`src/rtl/core/lscc_pkg.sv`:
```
// Shared types, widths and constants of the line sensor classifier.
package lscc_pkg;

   localparam int SAMPLE_BITS  = 12;
   localparam int SENSOR_COUNT = 5;

   localparam int CFG_BITS     = 12;
   localparam int NEEDED_BITS  = 3;
   localparam int COUNT_BITS   = $clog2(SENSOR_COUNT + 1);
   localparam int QUO_BITS     = 12;
   localparam int INDEX_BITS   = 8;

   // total of up to five samples, and weights below 2**14 in sum (10000)
   localparam int TOTAL_BITS    = SAMPLE_BITS + 3;
   localparam int WEIGHTED_BITS = SAMPLE_BITS + 14;

   localparam int REQ_DATA_BITS = ((SENSOR_COUNT * SAMPLE_BITS + 7) / 8) * 8;
   localparam int RSP_DATA_BITS = ((2 + QUO_BITS + 7) / 8) * 8;

   localparam logic [QUO_BITS-1:0]   CENTER_POSITION     = QUO_BITS'(2000);
   localparam logic [QUO_BITS-1:0]   MAX_POSITION        = QUO_BITS'(4000);
   localparam logic [COUNT_BITS-1:0] MAX_BLACK_FOR_BROWN = COUNT_BITS'(2);

   localparam logic [QUO_BITS-1:0] WEIGHT [SENSOR_COUNT] = '{
      QUO_BITS'(0), QUO_BITS'(1000), QUO_BITS'(2000), QUO_BITS'(3000), QUO_BITS'(4000)
   };

   localparam logic [CFG_BITS-1:0]    BROWN_LOW_RESET    = '0;
   localparam logic [CFG_BITS-1:0]    BROWN_HIGH_RESET   = '0;
   localparam logic [CFG_BITS-1:0]    BLACK_LEVEL_RESET  = CFG_BITS'(4095);
   localparam logic [NEEDED_BITS-1:0] BROWN_NEEDED_RESET = NEEDED_BITS'(5);

   typedef enum logic [INDEX_BITS-1:0] {
      REG_BROWN_LOW    = INDEX_BITS'(0),
      REG_BROWN_HIGH   = INDEX_BITS'(1),
      REG_BLACK_LEVEL  = INDEX_BITS'(2),
      REG_BROWN_NEEDED = INDEX_BITS'(3)
   } reg_index_type;

   typedef logic [SAMPLE_BITS-1:0] sample_arr_type [SENSOR_COUNT];

   typedef struct packed {
      logic [SAMPLE_BITS-1:0] brown_low;
      logic [SAMPLE_BITS-1:0] brown_high;
      logic [SAMPLE_BITS-1:0] black_level;
      logic [NEEDED_BITS-1:0] brown_needed;
   } cfg_type;

   typedef struct packed {
      logic [TOTAL_BITS-1:0] rem;
      logic [QUO_BITS-1:0]   dvd;
      logic [TOTAL_BITS-1:0] div;
      logic [QUO_BITS-1:0]   quo;
      logic                  black_seen;
      logic                  brown_crossed;
      logic                  zero_total;
   } stage_type;

endpackage

```
`src/rtl/core/lscc_front.sv`:
```
// Front cell: classify the samples and form the weighted and plain sums.
module lscc_front (
   input  logic                     clock,
   input  logic                     reset,
   input  logic                     valid_i,
   output logic                     ready_o,
   input  lscc_pkg::sample_arr_type samples_i,
   input  lscc_pkg::cfg_type        cfg_i,
   output logic                     valid_o,
   input  logic                     ready_i,
   output lscc_pkg::stage_type      data_o
);
   import lscc_pkg::*;

   logic                     valid_ff;
   stage_type                data_ff;
   stage_type                data_in;
   logic [TOTAL_BITS-1:0]    total;
   logic [WEIGHTED_BITS-1:0] weighted;
   logic [COUNT_BITS-1:0]    blacks;
   logic [COUNT_BITS-1:0]    browns;

   always_comb begin
      total    = '0;
      weighted = '0;
      blacks   = '0;
      browns   = '0;
      for (int i = 0; i < SENSOR_COUNT; i++) begin
         if (samples_i[i] >= cfg_i.black_level) begin
            blacks   = blacks + COUNT_BITS'(1);
            total    = total + TOTAL_BITS'(samples_i[i]);
            weighted = weighted
                     + WEIGHTED_BITS'(samples_i[i]) * WEIGHTED_BITS'(WEIGHT[i]);
         end
         if (samples_i[i] >= cfg_i.brown_low && samples_i[i] <= cfg_i.brown_high) begin
            browns = browns + COUNT_BITS'(1);
         end
      end
      data_in.rem           = TOTAL_BITS'(weighted >> QUO_BITS);
      data_in.dvd           = weighted[QUO_BITS-1:0];
      data_in.div           = total;
      data_in.quo           = '0;
      data_in.black_seen    = (blacks != '0);
      data_in.brown_crossed = (blacks <= MAX_BLACK_FOR_BROWN)
                            && (browns >= COUNT_BITS'(cfg_i.brown_needed));
      data_in.zero_total    = (total == '0);
   end

   assign ready_o = !valid_ff || ready_i;
   assign valid_o = valid_ff;
   assign data_o  = data_ff;

   always_ff @(posedge clock) begin
      if (reset) begin
         valid_ff <= 1'b0;
      end else if (ready_o) begin
         valid_ff <= valid_i;
      end
   end

   always_ff @(posedge clock) begin
      if (valid_i && ready_o) begin
         data_ff <= data_in;
      end
   end

endmodule

```
`src/rtl/core/lscc_div_cell.sv`:
```
// Divider cell: one restoring step, one quotient bit per cell.
module lscc_div_cell (
   input  logic                clock,
   input  logic                reset,
   input  logic                valid_i,
   output logic                ready_o,
   input  lscc_pkg::stage_type data_i,
   output logic                valid_o,
   input  logic                ready_i,
   output lscc_pkg::stage_type data_o
);
   import lscc_pkg::*;

   logic                  valid_ff;
   stage_type             data_ff;
   stage_type             data_in;
   logic [TOTAL_BITS:0]   part;
   logic [TOTAL_BITS:0]   diff;
   logic                  take;

   always_comb begin
      part    = {data_i.rem, data_i.dvd[QUO_BITS-1]};
      diff    = part - {1'b0, data_i.div};
      take    = (part >= {1'b0, data_i.div});
      data_in = data_i;
      data_in.rem = take ? diff[TOTAL_BITS-1:0] : part[TOTAL_BITS-1:0];
      data_in.dvd = {data_i.dvd[QUO_BITS-2:0], 1'b0};
      data_in.quo = {data_i.quo[QUO_BITS-2:0], take};
   end

   assign ready_o = !valid_ff || ready_i;
   assign valid_o = valid_ff;
   assign data_o  = data_ff;

   always_ff @(posedge clock) begin
      if (reset) begin
         valid_ff <= 1'b0;
      end else if (ready_o) begin
         valid_ff <= valid_i;
      end
   end

   always_ff @(posedge clock) begin
      if (valid_i && ready_o) begin
         data_ff <= data_in;
      end
   end

endmodule

```
`src/rtl/core/lscc_out.sv`:
```
// Output register: select the centre position on a zero sum and hold the beat.
module lscc_out (
   input  logic                                clock,
   input  logic                                reset,
   input  logic                                valid_i,
   output logic                                ready_o,
   input  lscc_pkg::stage_type                 data_i,
   output logic                                rsp_tvalid,
   input  logic                                rsp_tready,
   output logic [lscc_pkg::RSP_DATA_BITS-1:0]  rsp_tdata
);
   import lscc_pkg::*;

   logic                     valid_ff;
   logic [RSP_DATA_BITS-1:0] data_ff;
   logic [RSP_DATA_BITS-1:0] data_in;
   logic [QUO_BITS-1:0]      position;

   always_comb begin
      position = data_i.zero_total ? CENTER_POSITION : data_i.quo;
      data_in  = RSP_DATA_BITS'({position, data_i.brown_crossed, data_i.black_seen});
   end

   assign ready_o    = !valid_ff || rsp_tready;
   assign rsp_tvalid = valid_ff;
   assign rsp_tdata  = data_ff;

   always_ff @(posedge clock) begin
      if (reset) begin
         valid_ff <= 1'b0;
      end else if (ready_o) begin
         valid_ff <= valid_i;
      end
   end

   always_ff @(posedge clock) begin
      if (valid_i && ready_o) begin
         data_ff <= data_in;
      end
   end

endmodule

```
`src/rtl/core/line_sensor_classifier_centroid.sv`:
```
// Top level of the line sensor classifier with weighted centroid position.
// Takes one reading of five samples per beat and returns one result beat per
// reading, in order. A new reading is taken every cycle unless the pipeline is
// full behind a stalled result port. Before its result shows on the result port,
// a reading passes the front cell, which classifies the samples and forms the
// sums and loads at the accepting edge, then twelve divider cells (one quotient
// bit per cell) and the output register. Each stage advances on its own, so a
// stalled result port only stops the input once all fourteen stages are full.
// Registers are written through the csr_ port, one write per cycle, and should
// be written while no reading is in flight; indexes beyond the register list
// are ignored.
module line_sensor_classifier_centroid (
   input  logic                                clock,
   input  logic                                reset,
   input  logic                                req_tvalid,
   output logic                                req_tready,
   // sample_0, sample_1, sample_2, sample_3, sample_4, zero fill
   input  logic [lscc_pkg::REQ_DATA_BITS-1:0]  req_tdata,
   output logic                                rsp_tvalid,
   input  logic                                rsp_tready,
   // black_seen, brown_crossed, line_position, zero fill
   output logic [lscc_pkg::RSP_DATA_BITS-1:0]  rsp_tdata,
   input  logic                                csr_valid,
   output logic                                csr_ready,
   input  logic [lscc_pkg::INDEX_BITS-1:0]     csr_index,
   input  logic [lscc_pkg::CFG_BITS-1:0]       csr_data
);
   import lscc_pkg::*;

   cfg_type        cfg_ff;
   sample_arr_type samples;
   logic           valid_chain [QUO_BITS+1];
   logic           ready_chain [QUO_BITS+1];
   stage_type      data_chain  [QUO_BITS+1];

   assign csr_ready = 1'b1;

   always_ff @(posedge clock) begin
      if (reset) begin
         cfg_ff.brown_low    <= BROWN_LOW_RESET;
         cfg_ff.brown_high   <= BROWN_HIGH_RESET;
         cfg_ff.black_level  <= BLACK_LEVEL_RESET;
         cfg_ff.brown_needed <= BROWN_NEEDED_RESET;
      end else if (csr_valid && csr_ready) begin
         case (csr_index)
            REG_BROWN_LOW: begin
               cfg_ff.brown_low <= csr_data;
            end
            REG_BROWN_HIGH: begin
               cfg_ff.brown_high <= csr_data;
            end
            REG_BLACK_LEVEL: begin
               cfg_ff.black_level <= csr_data;
            end
            REG_BROWN_NEEDED: begin
               cfg_ff.brown_needed <= csr_data[NEEDED_BITS-1:0];
            end
            default: begin
            end
         endcase
      end
   end

   always_comb begin
      for (int i = 0; i < SENSOR_COUNT; i++) begin
         samples[i] = req_tdata[i*SAMPLE_BITS +: SAMPLE_BITS];
      end
   end

   lscc_front u_front (
      .clock     (clock),
      .reset     (reset),
      .valid_i   (req_tvalid),
      .ready_o   (req_tready),
      .samples_i (samples),
      .cfg_i     (cfg_ff),
      .valid_o   (valid_chain[0]),
      .ready_i   (ready_chain[0]),
      .data_o    (data_chain[0])
   );

   for (genvar k = 0; k < QUO_BITS; k++) begin : g_cell
      lscc_div_cell u_cell (
         .clock   (clock),
         .reset   (reset),
         .valid_i (valid_chain[k]),
         .ready_o (ready_chain[k]),
         .data_i  (data_chain[k]),
         .valid_o (valid_chain[k+1]),
         .ready_i (ready_chain[k+1]),
         .data_o  (data_chain[k+1])
      );
   end

   lscc_out u_out (
      .clock      (clock),
      .reset      (reset),
      .valid_i    (valid_chain[QUO_BITS]),
      .ready_o    (ready_chain[QUO_BITS]),
      .data_i     (data_chain[QUO_BITS]),
      .rsp_tvalid (rsp_tvalid),
      .rsp_tready (rsp_tready),
      .rsp_tdata  (rsp_tdata)
   );

endmodule

```
`config.mk`:
```
export PLATFORM = sky130hd
export DESIGN_NAME = line_sensor_classifier_centroid
export DESIGN_NICKNAME = d
export VERILOG_FILES = /design/src/rtl/core/lscc_pkg.sv /design/src/rtl/core/lscc_front.sv /design/src/rtl/core/lscc_div_cell.sv /design/src/rtl/core/lscc_out.sv /design/src/rtl/core/line_sensor_classifier_centroid.sv
export SDC_FILE = /design/constraint.sdc
export NUM_CORES = 2
export LEC_CHECK = 0
export BUFFER_PORTS_ARGS = -buffer_cell sky130_fd_sc_hd__clkbuf_2
export CELL_PAD_IN_SITES_DETAIL_PLACEMENT = 0
export CELL_PAD_IN_SITES_GLOBAL_PLACEMENT = 1
export CORE_ASPECT_RATIO = 0.8
export CORE_MARGIN = 2
export CORE_UTILIZATION = 40
export DETAILED_ROUTE_END_ITERATION = 10
export PLACE_DENSITY = 0.73
export SLEW_MARGIN = 30
export SYNTH_ARGS = -nofsm -noshare
export SYNTH_HDL_FRONTEND = slang
export SYNTH_SLANG_ARGS = --single-unit
```
`constraint.sdc`:
```
create_clock -name clock -period 18.48 [get_ports clock]
set_input_delay 1.848 -clock clock [delete_from_list [all_inputs] [get_ports clock]]
set_output_delay 1.848 -clock clock [all_outputs]
set_load 0.01 [all_outputs]
```
# After elaboration in Yosys (flattened, before gate mapping)
# Index checks and enable logic that the tools add are counted.
[word_totals]
reg_bits = 621
word_cells = 254
inputBits = 89
output_inout_bits = 19
[op_classes]
mul = 4
add_sub_neg = 26
eq_ne = 3
n_lt_le_gt_ge = 29
muxes = 30
n_reduce_logical = 55
[ops]
columns = ["op", "n"]
rows = [
  ["15-bit 2-to-1 mux", 15],
  ["16-bit by 15-bit >= comparator with 1-bit output", 11],
  ["15-bit subtractor", 11],
  ["12-bit >= comparator", 10],
  ["26-bit 2-to-1 mux", 3],
  ["12-bit less-or-equal comparator", 5],
  ["12-bit by 7-bit multiplier with 19-bit output, second input constant", 3],
  ["26-bit by 24-bit adder with 26-bit output", 2],
  ["15-bit by 12-bit adder with 15-bit output", 3],
  ["22-bit by 23-bit adder with 24-bit output", 1],
  ["3-bit 2-to-1 mux", 8],
  ["22-bit 2-to-1 mux", 1],
  ["12-bit by 9-bit multiplier with 21-bit output, second input constant", 1],
  ["1-bit logical AND", 20],
  ["3-bit by 1-bit adder with 3-bit output, second input constant", 6],
  ["8-bit by 2-bit equality test with 1-bit output, second input constant", 2],
  ["15-bit >= comparator", 1],
  ["15-bit logical NOT", 1],
  ["1-bit logical NOT", 14],
  ["1-bit logical OR", 14],
  ["12-bit by 12-bit adder with 13-bit output", 1],
  ["12-bit 2-to-1 mux", 1],
  ["8-bit by 1-bit equality test with 1-bit output, second input constant", 1],
  ["8-bit logical NOT", 1],
  ["6 further kinds", 11],
]

# Depth between registers and ports, before layout
[depth]
word_depth = 16
ltp_mapped = 43
depth_no_buf = 42

# Hierarchy
# From an unflattened synthesis, not the netlist that was laid out.
[unflattened]
cells_unflattened = 4891
area_unflattened_um2 = 55513.2
[by_module_without_submodules]
columns = ["mod", "area_each_um2", "seq_area_each_um2", "cells_per_inst", "instances"]
rows = [
  ["lscc_front", 20060.5, 1251.2, 2311, 1],
  ["lscc_div_cell at g_cell[0].u_cell ...", 2783.9, 1701.6, 202, 7],
  ["lscc_div_cell at g_cell[5].u_cell ...", 2738.9, 1701.6, 192, 4],
  ["lscc_div_cell at g_cell[9].u_cell", 2763.9, 1701.6, 203, 1],
  ["line_sensor_classifier_centroid", 1676.6, 780.7, 160, 1],
  ["lscc_out", 569.3, 440.4, 35, 1],
]

# Worst setup path after synthesis
# OpenSTA, ideal clock, no wires.
[synth_timing]
path_type = "input port to flip-flop"
from = "input port req_tdata[13] (netlist name)"
to = "register u_front.data_ff (netlist bit u_front.data_o[53]) (data pin)"
n_path_buf = 0
cell_stages = 36
slack_ps = 8676
t_required_ps = 18220
arrival_time_ps = 9545
setup_time_ps = 260
cell_sequence = "inv_1 fa_1 fa_1 fa_1 fa_1 inv_1 ha_1 nor2b_1 o31ai_1 nand2b_1 a21oi_1 xor2_1 nor2_1 ha_1 and3_1 a311oi_1 o21bai_1 a21oi_1 xnor2_1 mux2_2 ha_1 and3_1 nand3_1 o31ai_1 nor2_1 xnor2_1 mux2_2 ha_1 inv_1 a2111oi_0 a31o_2 o21a_1 o21a_1 o21a_1 nor2_1 mux2_2"
[synth_rtl]
columns = ["item", "line_no", "text"]
rows = [
  ["from (decl)", "line_sensor_classifier_centroid.sv:18", "input logic [lscc_pkg::REQ_DATA_BITS-1:0] req_tdata,"],
  ["to (signal assigned)", "lscc_front.sv:63", "data_ff <= data_in;"],
  ["to (decl)", "lscc_front.sv:16", "stage_type data_ff;"],
]

==> results.sh <==
export IMPL_place_congestion=0.879
export IMPL_synth_ff_type="edfxtp_1"
export IMPL_maxCapViolations=0
export IMPL_grt_usage_pct=18.6
export IMPL_drtAntennaViolNets=0
export IMPL_maxSlewViolCount=0
export IMPL_routed_wl_um=110000
export IMPL_dieHeight_um=310
export IMPL_cp_arrival_ns=11.09
export IMPL_setup_viol=0
export IMPL_hpwlAfterDp_um=87400
export IMPL_cp_required_ns=18.84
export IMPL_layout_commonest_cell="ha_1"
export IMPL_end_kind="flop"
export IMPL_outcome="finished, final reports clean"
export IMPL_grt_setup_unrepaired="no"
export IMPL_relSlewSlack_pct=39.3
export IMPL_initial_core_util_pct=40.2
export IMPL_drc=0
export IMPL_fillCellCount=11000
export IMPL_total_power_mw=4.71
export IMPL_boundaryPins=108
export IMPL_fin_ws_ns=7.75
export IMPL_area_growth_pct=9.76
export IMPL_critPathLaunchType="input pin"
export IMPL_power_frac_seq_pct=31.2
export IMPL_leakage_nw=22.1
export IMPL_vdd_drop_max_mv=0.121
export IMPL_vias_per_cell=5.24
export IMPL_cts_tree="built"
export IMPL_synth_avg_cell_area_um2=10.4
export IMPL_core_mm2=0.116
export IMPL_synth_area_mm2=0.0467
export IMPL_final_hold_viol_count=0
export IMPL_synth_top_area_share_pct=34.4
export IMPL_first_iter_violations=2125
export IMPL_path_clk_slew_ns=0.08
export IMPL_via_count=32500
export IMPL_post_cts_buffers=0
export IMPL_drive_gt1_share_pct=8.82
export IMPL_placed_cells=6089
export IMPL_holdWs_ns=0.360
export IMPL_pre_cts_slack_ns=7.14
export IMPL_yosysTopAreaCell="edfxtp_1"
export IMPL_clock_sinks=588
export IMPL_synth_enable_flop_cells=535
export IMPL_crit_path_top_delay_cell="fa_1"
export IMPL_hp_class="flop to flop"
export IMPL_numPortBuffers=100
export IMPL_synth_seq_cells=588
export IMPL_final_cells=6203
export IMPL_cts_buffers=60
export IMPL_grt_max_degree=54
export IMPL_grt_overflow_total=0
export IMPL_clockPowerShare_pct=26.1
export IMPL_finClkSkew_ns=0.0605
export IMPL_p_int_mw=3.03
export IMPL_final_net_count=5552
export IMPL_timing_final_crit_share_pct=58.0
export IMPL_final_cell_mix="671 x ha_1, 565 x inv_1, 535 x edfxtp_1, 351 x nor2_1, 263 x a21oi_1"
export IMPL_yosysWarnings=0
export IMPL_tns_ns=0
export IMPL_async_reset_ff_share_pct=0
export IMPL_p_sw_share_pct=35.6
export IMPL_ctsHoldBuffers=0
export IMPL_drt_pre_antenna_iters=6
export IMPL_clock_latency_ns=0.66
export IMPL_antenna_found_initial=4
export IMPL_min_period_ns=10.73
export IMPL_ys_top_cells_by_area="edfxtp_1 34%, ha_1 18%, fa_1 7.7%"
export IMPL_p_per_area_mw_per_mm2=91.8
export IMPL_die_area_mm2=0.119
export IMPL_max_freq_ghz=0.0932
export IMPL_syn_inst=4488
export IMPL_power_frac_comb_pct=42.7
export IMPL_worstPathMaxFanout=9
export IMPL_wl_per_cell_um=17.8
export IMPL_root_buffer="clkbuf_16"
export IMPL_htreeDepth=2
export IMPL_yosysSeqAreaShare_pct=36.7
export IMPL_cts_buffer_depth=3
export IMPL_path_class="input pin to flop"
export IMPL_row_count=112
export IMPL_netlist_cell_type_count=88
export IMPL_grt_pass1_vias=31300
export IMPL_cts_resized=0
export IMPL_slowest_delay_ns=0.59
export IMPL_die_w_um=386
export IMPL_p_sw_mw=1.67
export IMPL_worst_slew_pin_slew_ns=0.908
export IMPL_grt_pass1_wl_um=174000
## kinds of logic (layout without fill, tap and decap cells)
family / count (synthesis) / after routing / synth area share, %
AND/OR/NAND/NOR: 1105 / 1105 / 11.5
AO/OA/AOI/OAI: 901 / 901 / 12.5
adder cells (fa/ha/maj): 850 / 850 / 25.7
buffers and inverters: 633 / 806 / 5.17
flip-flops: 588 / 588 / 36.7
XOR/XNOR: 244 / 244 / 4.58
multiplexers: 165 / 165 / 3.89
other: 2 / 5 / 0.0161
## cell type report
class,count,area (um^2),share of cell area (%)
multi-input combinational,3268,27300,53.2
tap,1539,1930,3.76
sequential,588,17100,33.4
antenna,2,5.00,0.00977
clock inverter,35,370,0.723
clock buffer,76,1660,3.25
inverter,566,2120,4.15
timing repair buffer,129,736,1.44
## worst max-delay path, delay by kind of cell
family	cells	cell delay, ns
xor+xnor	3	0.37
compound gates	11	2.84
mux	3	0.92
simple gates	8	1.04
buf+inv	4	0.57
fa+ha+maj	8	3.46
## stage by stage
| stage | utilization [%] | instance area [um^2] |
|---|---|---|
| final | 44.1 | 51200 |
| after global placement | 42.3 | 49100 |
| after CTS | 44.1 | 51200 |
| after global routing | 44.1 | 51200 |
| after detailed placement | 42.3 | 49200 |
| after floorplan | - | 46700 |
## power groups by stage
stage	clock network, mW	logic, mW	registers, mW
5_1_grt	1.32	2.29	1.47
4_1_cts	1.27	2.01	1.47
2_1_floorplan	0	1.58	1.49
3_5_place_dp	0	1.99	1.50
3_3_place_gp	0	1.97	1.50
6_report	1.23	2.01	1.47
## synth_stat cells (16+ instances only)
cell      number
xnor2_1      165
nand4_1       64
nand3_1       91
and3_1        26
a41oi_1       16
clkbuf_1      44
a21boi_0      28
dfxtp_1       53
edfxtp_1     535
xor2_1        79
and2_1        25
nand2b_1      46
o21bai_1      21
or3_1         40
nor3_1       101
a31oi_1       23
o21ai_0      171
o21a_1        38
nor2b_1       95
nor2_1       352
inv_1        565
nand2_1      194
a211o_1       27
a21o_1        95
mux2_2       119
or2_2         18
ha_1         671
o31ai_1       29
a21oi_1      263
a211oi_1      46
nor4_1        23
fa_1         179
o21ai_1       18
o211ai_1      18
mux2i_1       43
## path summary, 6_finish.rpt
kind	from	to	slack [ns]	depth (start not counted)
setup / recovery	req_tdata[13]	u_front.data_o[53]$_DFFE_PP_	7.75	37
hold / removal	g_cell[1].u_cell.data_o[2]$_DFFE_PP_	g_cell[2].u_cell.data_o[2]$_DFFE_PP_	0.36	0
setup reg to reg	cfg_ff[12]$_SDFFE_PP1P_	u_front.data_o[0]$_DFFE_PP_	9.06	36
hold reg to reg	g_cell[1].u_cell.data_o[2]$_DFFE_PP_	g_cell[2].u_cell.data_o[2]$_DFFE_PP_	0.36	0
## state kept, by name, indices dropped and copies added, names as in the netlist
register / cells
g_cell.u_cell.valid_o: 12
u_front.valid_o: 1
cfg_ff: 39
u_out.rsp_tvalid: 1
g_cell.u_cell.data_o: 480
u_front.data_o: 41
u_out.rsp_tdata: 14
## layer usage
metal / global-route usage, % / share of wire, %
met1: 27.8 / 51
met2: 28.5 / 43
met3: 2.77 / 4.7
met4: 3.45 / 1.7
met5: 0 / 0
(Power assumes the default switching activity.)
